`src/rtl/vat_pkg.sv`:
```
// Shared types, constants and the one-quadrant degree table for the atan2 lookup block.
`default_nettype none

package vat_pkg;

    localparam int FRAC_BITS_DEF = 8;
    localparam int MAG_W  = 16;   // magnitude of a 16-bit component, 0..32768
    localparam int SQ_W   = 32;   // square of a magnitude
    localparam int RHS_W  = 38;   // 225 * square
    localparam int ACC_W  = 40;   // i*i*len2 and i*len2 accumulators
    localparam int IDX_W  = 4;
    localparam int DEG_W  = 9;
    localparam int NSRCH  = 4;    // one search stage per index bit

    localparam logic [DEG_W-1:0] OFS_Q0 = 9'd0;
    localparam logic [DEG_W-1:0] OFS_Q1 = 9'd90;
    localparam logic [DEG_W-1:0] OFS_Q2 = 9'd180;
    localparam logic [DEG_W-1:0] OFS_Q3 = 9'd270;

    // One item moving through the index search stages.
    typedef struct packed {
        logic               xneg;
        logic               zneg;
        logic               short_vec;
        logic [IDX_W-1:0]   sidx_x;
        logic [IDX_W-1:0]   sidx_z;
        logic [SQ_W-1:0]    len2;
        logic [RHS_W-1:0]   rhs_x;
        logic [RHS_W-1:0]   rhs_z;
        logic [ACC_W-1:0]   p_x;      // idx_x^2 * len2
        logic [ACC_W-1:0]   q_x;      // idx_x * len2
        logic [IDX_W-1:0]   idx_x;
        logic [ACC_W-1:0]   p_z;
        logic [ACC_W-1:0]   q_z;
        logic [IDX_W-1:0]   idx_z;
    } t_srch;

    localparam logic [7:0] DEG_TABLE [16][16] = '{
        '{8'd45, 8'd18, 8'd11, 8'd8,  8'd6,  8'd5,  8'd4,  8'd3,
          8'd3,  8'd3,  8'd2,  8'd2,  8'd2,  8'd1,  8'd0,  8'd0},
        '{8'd71, 8'd45, 8'd30, 8'd23, 8'd18, 8'd15, 8'd12, 8'd11,
          8'd10, 8'd8,  8'd8,  8'd7,  8'd6,  8'd6,  8'd5,  8'd5},
        '{8'd78, 8'd59, 8'd45, 8'd35, 8'd29, 8'd24, 8'd21, 8'd18,
          8'd16, 8'd14, 8'd13, 8'd12, 8'd11, 8'd10, 8'd9,  8'd9},
        '{8'd81, 8'd66, 8'd54, 8'd45, 8'd37, 8'd32, 8'd28, 8'd25,
          8'd22, 8'd20, 8'd18, 8'd16, 8'd15, 8'd14, 8'd13, 8'd12},
        '{8'd83, 8'd71, 8'd60, 8'd52, 8'd45, 8'd39, 8'd34, 8'd30,
          8'd27, 8'd25, 8'd23, 8'd21, 8'd19, 8'd18, 8'd17, 8'd16},
        '{8'd84, 8'd74, 8'd65, 8'd57, 8'd50, 8'd45, 8'd40, 8'd36,
          8'd32, 8'd30, 8'd27, 8'd25, 8'd23, 8'd22, 8'd20, 8'd19},
        '{8'd85, 8'd77, 8'd69, 8'd61, 8'd55, 8'd49, 8'd45, 8'd40,
          8'd37, 8'd34, 8'd31, 8'd29, 8'd27, 8'd25, 8'd24, 8'd22},
        '{8'd86, 8'd78, 8'd71, 8'd65, 8'd59, 8'd53, 8'd49, 8'd45,
          8'd41, 8'd38, 8'd35, 8'd33, 8'd30, 8'd29, 8'd27, 8'd25},
        '{8'd86, 8'd80, 8'd73, 8'd67, 8'd62, 8'd57, 8'd52, 8'd48,
          8'd45, 8'd41, 8'd39, 8'd36, 8'd34, 8'd32, 8'd30, 8'd28},
        '{8'd87, 8'd81, 8'd75, 8'd70, 8'd64, 8'd60, 8'd55, 8'd51,
          8'd48, 8'd45, 8'd42, 8'd39, 8'd37, 8'd35, 8'd33, 8'd31},
        '{8'd87, 8'd82, 8'd76, 8'd71, 8'd67, 8'd62, 8'd58, 8'd54,
          8'd51, 8'd48, 8'd45, 8'd42, 8'd40, 8'd38, 8'd36, 8'd34},
        '{8'd87, 8'd82, 8'd77, 8'd73, 8'd68, 8'd64, 8'd60, 8'd57,
          8'd53, 8'd50, 8'd47, 8'd45, 8'd42, 8'd40, 8'd38, 8'd36},
        '{8'd88, 8'd83, 8'd78, 8'd74, 8'd70, 8'd66, 8'd62, 8'd59,
          8'd56, 8'd52, 8'd50, 8'd47, 8'd45, 8'd43, 8'd40, 8'd39},
        '{8'd89, 8'd83, 8'd79, 8'd75, 8'd71, 8'd67, 8'd64, 8'd61,
          8'd58, 8'd55, 8'd52, 8'd49, 8'd47, 8'd45, 8'd43, 8'd41},
        '{8'd90, 8'd84, 8'd80, 8'd76, 8'd72, 8'd69, 8'd66, 8'd62,
          8'd59, 8'd56, 8'd54, 8'd51, 8'd49, 8'd47, 8'd45, 8'd43},
        '{8'd90, 8'd84, 8'd81, 8'd77, 8'd74, 8'd70, 8'd67, 8'd64,
          8'd61, 8'd58, 8'd56, 8'd53, 8'd51, 8'd49, 8'd47, 8'd45}
    };

endpackage

`default_nettype wire

```
`src/rtl/vector_angle_table_atan2.sv`:
```
// Pipelined atan2 by table: (x, z) fixed-point vector to whole degrees 0..360.
//
//  channel | direction | handshake                  | payload
//  --------+-----------+----------------------------+---------------------------
//  in      | to block  | i_in_valid / o_in_ready    | i_vec_x[15:0], i_vec_z[15:0]
//  out     | from block| o_out_valid / i_out_ready  | o_angle_deg[8:0]
//
//  Eight register stages: magnitude, squares, length and bounds, four index
//  search stages (one index bit each), table read with quadrant offset.
//  One vector per cycle while the output is not held; each input transfer reaches
//  o_out_valid after passing through all eight register stages in order.
//  All stages advance together; when the output is held and full the whole
//  pipe holds and o_in_ready drops.
//  i_rst_n (synchronous, active low) clears the valid bits only.
`default_nettype none

module vector_angle_table_atan2
    import vat_pkg::*;
#(
    parameter int FRAC_BITS = FRAC_BITS_DEF
) (
    input  wire logic               i_clk,
    input  wire logic               i_rst_n,
    input  wire logic               i_in_valid,
    output logic                    o_in_ready,
    input  wire logic signed [15:0] i_vec_x,
    input  wire logic signed [15:0] i_vec_z,
    output logic                    o_out_valid,
    input  wire logic               i_out_ready,
    output logic [DEG_W-1:0]        o_angle_deg
);

    localparam logic [34:0] ONE2 = 35'd1 << (2 * FRAC_BITS);

    logic en;
    // valid bits: [0] mag, [1] squares, [2] bounds, [3..6] search, [7] output
    logic [7:0] r_vld;

    // stage 1: sign and magnitude
    logic             r1_xneg, r1_zneg;
    logic [MAG_W-1:0] r1_ax, r1_az;
    // stage 2: squares and short-vector indices
    logic             r2_xneg, r2_zneg;
    logic [SQ_W-1:0]  r2_sx, r2_sz;
    logic [IDX_W-1:0] r2_tx, r2_tz;
    logic [20:0]      n2_tx, n2_tz;
    // stages 3..7: search
    t_srch            r_srch [NSRCH+1];
    t_srch            n_srch [NSRCH+1];
    // output stage
    logic [DEG_W-1:0] r_deg;
    logic [1:0]       r_quad;
    logic [IDX_W-1:0] n_ix, n_iz, n_row, n_col;
    logic [DEG_W-1:0] n_ofs, n_deg;

    assign en          = i_out_ready || !r_vld[7];
    assign o_in_ready  = en;
    assign o_out_valid = r_vld[7];
    assign o_angle_deg = r_deg;

    always_ff @(posedge i_clk) begin
        if (!i_rst_n) begin
            r_vld <= '0;
        end else if (en) begin
            r_vld <= {r_vld[6:0], i_in_valid};
        end
    end

    // stage 1
    always_ff @(posedge i_clk) begin
        if (en) begin
            r1_xneg <= i_vec_x[15];
            r1_zneg <= i_vec_z[15];
            r1_ax   <= i_vec_x[15] ? (~i_vec_x + 16'd1) : i_vec_x;
            r1_az   <= i_vec_z[15] ? (~i_vec_z + 16'd1) : i_vec_z;
        end
    end

    // stage 2
    always_comb begin
        n2_tx = ({5'd0, r1_ax} * 21'd30) >> FRAC_BITS;
        n2_tz = ({5'd0, r1_az} * 21'd30) >> FRAC_BITS;
    end

    always_ff @(posedge i_clk) begin
        if (en) begin
            r2_xneg <= r1_xneg;
            r2_zneg <= r1_zneg;
            r2_sx   <= {16'd0, r1_ax} * {16'd0, r1_ax};
            r2_sz   <= {16'd0, r1_az} * {16'd0, r1_az};
            r2_tx   <= (n2_tx > 21'd15) ? 4'd15 : n2_tx[IDX_W-1:0];
            r2_tz   <= (n2_tz > 21'd15) ? 4'd15 : n2_tz[IDX_W-1:0];
        end
    end

    // stage 3 builds the search seed; stages 4..7 settle one index bit each,
    // keeping i^2*len2 and i*len2 so a trial is two shifted adds.
    always_comb begin
        logic [ACC_W-1:0] len;
        logic [ACC_W-1:0] trial_x, trial_z;
        logic [IDX_W-1:0] bit_v;
        n_srch[0].xneg      = r2_xneg;
        n_srch[0].zneg      = r2_zneg;
        n_srch[0].short_vec = (({3'd0, r2_sx} * 35'd10) < ONE2)
                           && (({3'd0, r2_sz} * 35'd10) < ONE2);
        n_srch[0].sidx_x    = r2_tx;
        n_srch[0].sidx_z    = r2_tz;
        n_srch[0].len2      = r2_sx + r2_sz;
        n_srch[0].rhs_x     = {6'd0, r2_sx} * 38'd225;
        n_srch[0].rhs_z     = {6'd0, r2_sz} * 38'd225;
        n_srch[0].p_x       = '0;
        n_srch[0].q_x       = '0;
        n_srch[0].idx_x     = '0;
        n_srch[0].p_z       = '0;
        n_srch[0].q_z       = '0;
        n_srch[0].idx_z     = '0;
        for (int s = 1; s <= NSRCH; s++) begin
            n_srch[s] = r_srch[s-1];
            len   = {8'd0, r_srch[s-1].len2};
            bit_v = IDX_W'(1) << (NSRCH - s);
            trial_x = r_srch[s-1].p_x + (r_srch[s-1].q_x << (NSRCH - s + 1))
                    + (len << (2 * (NSRCH - s)));
            trial_z = r_srch[s-1].p_z + (r_srch[s-1].q_z << (NSRCH - s + 1))
                    + (len << (2 * (NSRCH - s)));
            if (trial_x <= {2'd0, r_srch[s-1].rhs_x}) begin
                n_srch[s].p_x   = trial_x;
                n_srch[s].q_x   = r_srch[s-1].q_x + (len << (NSRCH - s));
                n_srch[s].idx_x = r_srch[s-1].idx_x | bit_v;
            end
            if (trial_z <= {2'd0, r_srch[s-1].rhs_z}) begin
                n_srch[s].p_z   = trial_z;
                n_srch[s].q_z   = r_srch[s-1].q_z + (len << (NSRCH - s));
                n_srch[s].idx_z = r_srch[s-1].idx_z | bit_v;
            end
        end
    end

    always_ff @(posedge i_clk) begin
        if (en) begin
            for (int s = 0; s <= NSRCH; s++) begin
                r_srch[s] <= n_srch[s];
            end
        end
    end

    // output stage: fold by quadrant, read table, add offset
    always_comb begin
        n_ix = r_srch[NSRCH].short_vec ? r_srch[NSRCH].sidx_x : r_srch[NSRCH].idx_x;
        n_iz = r_srch[NSRCH].short_vec ? r_srch[NSRCH].sidx_z : r_srch[NSRCH].idx_z;
        if (r_srch[NSRCH].xneg == r_srch[NSRCH].zneg) begin
            n_row = n_ix;
            n_col = n_iz;
        end else begin
            n_row = n_iz;
            n_col = n_ix;
        end
        unique case ({r_srch[NSRCH].xneg, r_srch[NSRCH].zneg})
            2'b00:   n_ofs = OFS_Q0;
            2'b01:   n_ofs = OFS_Q1;
            2'b10:   n_ofs = OFS_Q3;
            default: n_ofs = OFS_Q2;
        endcase
        n_deg = {1'b0, DEG_TABLE[n_row][n_col]} + n_ofs;
    end

    always_ff @(posedge i_clk) begin
        if (en) begin
            r_deg  <= n_deg;
            r_quad <= {r_srch[NSRCH].xneg, r_srch[NSRCH].zneg};
        end
    end

    // a held output freezes every valid bit
    a_stall_freeze: assert property (@(posedge i_clk) disable iff (!i_rst_n)
        (o_out_valid && !i_out_ready) |=> $stable(r_vld))
        else $error("pipeline moved while output held");

    a_range_pos_x: assert property (@(posedge i_clk) disable iff (!i_rst_n)
        (o_out_valid && r_quad == 2'b00) |-> (o_angle_deg <= 9'd90))
        else $error("first quadrant angle out of range");

    a_range_neg_z: assert property (@(posedge i_clk) disable iff (!i_rst_n)
        (o_out_valid && r_quad == 2'b01)
            |-> (o_angle_deg >= 9'd90 && o_angle_deg <= 9'd180))
        else $error("negative z angle out of range");

    a_range_neg_x: assert property (@(posedge i_clk) disable iff (!i_rst_n)
        (o_out_valid && r_quad[1]) |-> (o_angle_deg >= 9'd180))
        else $error("negative x angle out of range");

endmodule

`default_nettype wire
```
`config.mk`:
```
export PLATFORM = sky130hd
export DESIGN_NAME = vector_angle_table_atan2
export DESIGN_NICKNAME = d
export VERILOG_FILES = /design/src/rtl/vat_pkg.sv /design/src/rtl/vector_angle_table_atan2.sv
export SDC_FILE = /design/constraint.sdc
export NUM_CORES = 2
export LEC_CHECK = 0
export BUFFER_PORTS_ARGS = -buffer_cell sky130_fd_sc_hd__buf_2
export CAP_MARGIN = 25
export CORE_ASPECT_RATIO = 0.8
export CORE_UTILIZATION = 50
export CTS_BUF_LIST = sky130_fd_sc_hd__clkbuf_8 sky130_fd_sc_hd__clkbuf_16
export CTS_CLUSTER_SIZE = 30
export DETAILED_ROUTE_END_ITERATION = 10
export PLACE_DENSITY = 0.62
export SYNTH_ARGS = -nofsm -noshare
export SYNTH_HDL_FRONTEND = slang
export SYNTH_SLANG_ARGS = --single-unit
```
`constraint.sdc`:
```
create_clock -name i_clk -period 37 [get_ports i_clk]
set_input_delay 3.7 -clock i_clk [delete_from_list [all_inputs] [get_ports i_clk]]
set_output_delay 3.7 -clock i_clk [all_outputs]
set_load 0.01 [all_outputs]
```
Yosys cells after proc, flatten, opt, wreduce, memory -nomap -nowiden
Memory sizes are Yosys's and may differ from the RTL's.
Cells that the tools add are included.
Cells by class
  multiplexer cells: 22
  multiply operators: 8
  add/subtract/negate cells: 28
  order comparisons: 14
  div/mod/pow operators: 0
  bitwise gates (word level): 4
  shift operators: 0
  equality and inequality tests: 3
  reduce and logical (&&, ||, !) cells: 4
Operator list (number)
  $mux 84: 8
  $add 40x40->40: 8
  $le 40x38->1: 8
  $mux 128: 2
  $add 40x32->40: 4
  $add 40x34->40: 4
  $add 40x33->40: 2
  $add 40x35->40: 2
  $add 40x36->40: 2
  $add 40x38->40: 2
  $mul 32x8->38 const B: 2
  $lt 35x17->1 const B: 2
  $mul 32x3->34 const B: 2
  $mul 16x16->32: 2
  $mul 16x4->20 const B: 2
  $add 16x1->16 const B: 2
  $add 32x32->32: 1
  $bmux 8 s4: 1
  $not 16->16: 2
  $mux 15: 2
  $pmux 9 s3: 1
  $gt 13x4->1 const B: 2
  $mux 4: 4
  $mux 8: 2
  11 further kinds: 14
Storage, ports and cells
  output and inout port bits: 11
  memory bits (writable): 1435
  input port bits: 36
  memories: 2
  bits in registers: 125
  bits in read-only memories: 2048
  bits in latches: 0
Memories
  (name not given): words 16, width 128, read ports 1, clocked after Yosys merged registers in 0, wr ports 0, line vector_angle_table_atan2.sv:163  | n_deg = {1'b0, DEG_TABLE[n_row][n_col]} + n_ofs;
  r_srch: words 5, width 287, read ports 5, clocked after Yosys merged registers in 0, wr ports 5, line vector_angle_table_atan2.sv:48  | t_srch r_srch [NSRCH+1];

Logic depth before layout (Yosys ltp)
An unclocked memory read counts as a cell.
  word-level depth: 11
  mapped depth: 27
  gate-level depth less buffers: 26

Worst setup path after synthesis
Ideal clock, no wire load.
  path type: input port to flip-flop
  start point: input i_out_ready
  end point: register r_deg[0], in the netlist o_angle_deg[0] (enable)
  slack: 7.981 ns
  required time: 29.547 ns
  data arrival time: 21.566 ns
  stages on the path: 3
  cell sequence: nor2b_1 clkbuf_1 clkinv_1
On the way
  cells in the longest elaborated chain, start to end: 1
RTL lines
  from (decl): line vector_angle_table_atan2.sv:29  | input wire logic i_out_ready,
  $logic_or 1x1->1: line vector_angle_table_atan2.sv:56  | assign en = i_out_ready || !r_vld[7];
  net o_in_ready: line vector_angle_table_atan2.sv:25  | output logic o_in_ready,
  to (signal assigned): line vector_angle_table_atan2.sv:168  | r_deg <= n_deg;
  to (decl): line vector_angle_table_atan2.sv:51  | logic [DEG_W-1:0] r_deg;
The timed path passes the listed nets, and every way through them passes these cells.
A chain may end at the register's enable or synchronous reset.

Worst setup path in the final report
  start point: input i_out_ready
  end point: output o_in_ready
On the way
  cells in the longest elaborated chain, start to end: 1
RTL lines (line)
  $logic_or 1x1->1: vector_angle_table_atan2.sv:56
  to (decl): vector_angle_table_atan2.sv:25
No other way between the ends.

==> summary.md <==
| Metric | Value |
|---|---|
| Capture instance of the worst register-to-register path | r_srch[0][978] |
| GR Overflow Total | 0 |
| Worst Hold Depth | 0 |
| Cell types occupying the most area after synthesis | edfxtp_1, ha_1, fa_1 |
| Wire length reported by the detailed router | roughly 240 mm |
| Crit Path Class | in -> out |
| Timing-limited maximum frequency | ~110 MHz |
| Startpoint type of the worst setup path | input pin |
| Setup repair after global routing missed its margin | no |
| Register bit count reported by yosys | 970 |
| Data arrival time of the worst path | 5.18 ns |
| Dominant combinational cell family by area after synthesis | adder cells |
| Fraction of layout cells with a size suffix above 1 | 6.23% |
| Via Count | 64267 |
| Most area-hungry cell type in the Yosys netlist | edfxtp_1 |
| Die Outline Area | roughly 0.18 mm² |
| Run status | finished, final reports clean |
| Simple-gate portion of the synthesized area | 9.72% |
| Met3 global-route usage | 2.36% |
| Clock input transition at the sequential cells of the worst setup and hold paths | 0.06 ns |
| HP Class | reg -> reg |
| Via count of the first global-routing pass | roughly 64000 |
| Met2 usage in global routing | approximately two fifths |
| Tightest Pin Transition | 1.01 ns |
| Instance count of the mapped netlist | 8527 |
| Global-route wire length before repair | 369 mm |
| Data required time at the worst endpoint | 33.30 ns |
| Number of vias per cell after detailed routing | 5.80 |
| EDFF count, synth | 962 |
| Count of clock tree sinks | between 900 and 1000 |
| Total setup violations reported at the end of the flow | 0 |
| Largest clock skew in the final design | between 0.04 and 0.05 ns |
| Tmin final | 8.88 ns |
| FFs w/ async S/R, synth | 0% |
| Die boundary height | 382 µm |
| Master cell of the clock root buffer | clkbuf_16 |
| Destination of the worst hold path | r_srch[0][1235] |
| Quantity of gates resized following cts | 0 |
| Crit path max fanout | 70 |
| Final-layout setup total negative slack | 0 ns |
| Most numerous cell types in the synthesized netlist | ha_1, inv_1, edfxtp_1 |
| Number of detailed-routing iterations run before antenna repair | 6 |
| Count of endpoints failing hold in the final timing report | 0 |
| DRC violations left | 0 |
| Area of the multi-input gates | 0.0561 mm² |
| Worst Min Path Start | r_srch[0][948] |
| Netlist cell types | 96 |
| Max transition margin | between 30 and 40% |
| Reg2Reg Launch Point | r_srch[0][821] |
| Most Crowded Layer GR | met1 |
| Post-layout net count | 10533 |
| Floorplan core area | 0.178 mm² |
| Worst Setup End Kind | primary output |
| Clock tree buffer depth | 3 |
| Pin count of the biggest net entering global routing | 151 |
| Mean routed wirelength per cell | roughly 22 µm |
| Mapped Area | 0.0901 mm² |
| Adder and majority cell fraction of the synthesized area | 31.5% |
| Post-CTS Repair Setup Buffers | 0 |
| CTS Hold Buffers Added | 0 |
| Sequential element share of the synthesized area | between 30% and 40% |
| Sequential standard cell area | 0.0290 mm² |
| Fraction of the mapped netlist area in compound gates | a little over an eighth |
| Number of core rows | 138 |
| Share of Yosys cell area claimed by the top area cell type | between 30% and 40% |
| Global Route Usage Sum | between 20% and 30% |
| Max Transition Viols Final | 0 |
| FF-to-FF setup slack | 28.59 ns |
| Layout area overhead | 7.53% |
| Width of the die | 477 µm |
| TritonCTS buffer count | 106 |
| Drt first-iter violations | 5972 |
| Clock latency on the worst-skew pair | 0.76 ns |
| Antenna violation net count after detailed routing | 0 |
| Most frequently used cell type in the post-synthesis netlist | ha_1 |
| Post-synthesis mux area share | 3.12% |
| Yosys warning count | 0 |
| Initial Util | 50.7% |
| Number of inserted filler cells in the final layout | 15491 |
| Max H-tree Level | 3 |
| Final weighted congestion of routability-driven global placement | ~0.94 |
| HPWL reported at the end of detailed placement | 193 mm |
| Synth Area per Inst | 10.6 µm² |
| Worst-case reg-to-reg path depth | 24 |
| Dominant register cell in the synthesized netlist | edfxtp_1 |
| Port Buffer Count | 46 |
| Initial antenna violation count | 9 |
| Clock tree from TritonCTS | done |
| Fraction of the cycle the final worst path needs | 24.0% |
| Max-cap violation count | 0 |
| Num ports | 47 |
| Met1 Usage GRT | around two fifths |
| Xor and xnor fraction of the mapped netlist area | 4.65% |
==> per-stage QoR <==
step / util (%) / setup WS, ns / std cells / hold slack [ns] / instance area (µm²)
after global placement: 52.4 / 28.17 / 10864 / 0.401 / 93200
after detailed placement: 52.4 / 28.14 / 10867 / 0.405 / 93200
after floorplan: - / 7.98 / 8530 / 0.400 / 90100
after global routing: 54.5 / 28.01 / 11070 / 0.398 / 96900
final: 54.5 / 28.12 / 11072 / 0.387 / 96900
after CTS: 54.4 / 28.14 / 11066 / 0.378 / 96800
==> state kept, by name, indices dropped and copies added, names as in the netlist, 4 cells and up <==
name,flops
r_srch,847
r2_tx,4
o_angle_deg,9
r2_sx,31
r2_sz,31
r2_tz,4
r_vld,8
r1_ax,16
r1_az,16
==> how the worst max path moves through the flow <==
stage | start | to | slack, ns | cells past startpoint
floorplan | i_out_ready | o_angle_deg[0] | 7.98 | 3
global placement | i_out_ready | o_in_ready | 28.17 | 4
detailed placement | i_out_ready | o_in_ready | 28.14 | 4
CTS | i_out_ready | o_in_ready | 28.14 | 4
global route | i_out_ready | o_in_ready | 28.01 | 4
finish | i_out_ready | o_in_ready | 28.12 | 4
==> cell usage in the layout, fill, tap and decap left out, types with 26 or more instances in the layout <==
cell and instances:
nand2_1 456, mux2_2 205, xnor2_1 352, and2_1 154, nor2_1 401, a21o_1 307
nand2b_1 105, or2_2 34, and3_1 51, buf_4 40, o21a_1 92, edfxtp_1 962
o211ai_1 47, ha_1 1280, o22ai_1 26, inv_1 1201, fa_1 618, or3_1 37
nor2b_1 83, xor2_1 126, nand3_1 125, o21ai_0 348, o21bai_1 53, buf_2 47
a211oi_1 69, clkbuf_16 106, o31ai_1 46, nand4_1 86, a21oi_1 509, a31oi_1 76
nor3_1 129
==> per-layer routing <==
metal  up-vias  share of wire [%]
li1      30413                  -
met1     31658                 48
met2      1908                 43
met3       286                6.1
met4         2                2.7
met5         -             0.0054
==> area by class of cell <==
cell class | instances | share of cell area [%]
clock inverters | 91 | 0.925
flip-flops and latches | 970 | 30.0
multi-input cells | 6240 | 57.9
repair buffers | 95 | 0.722
well taps | 2380 | 3.07
inverters | 1186 | 4.60
diodes | 2 | 0.00517
clock buffers | 108 | 2.77
==> kinds of logic (layout without fill, tap and decap cells) <==
group | Yosys count | count (layout)
AO/OA/AOI/OAI | 1839 | 1839
flip-flops | 970 | 970
adder cells (fa/ha/maj) | 1899 | 1899
XOR/XNOR | 478 | 478
multiplexers | 252 | 252
buffers and inverters | 1320 | 1480
other | 1 | 6
AND/OR/NAND/NOR | 1768 | 1768
==> worst max-delay path, stage by stage <==
cell and delay (ns):
buf_2 0.10, nor2b_1 0.66, inv_8 0.41, buf_2 0.27
Power is not shown: default switching activity piles up to over one toggle a cycle in this logic, so the estimate is an artifact.
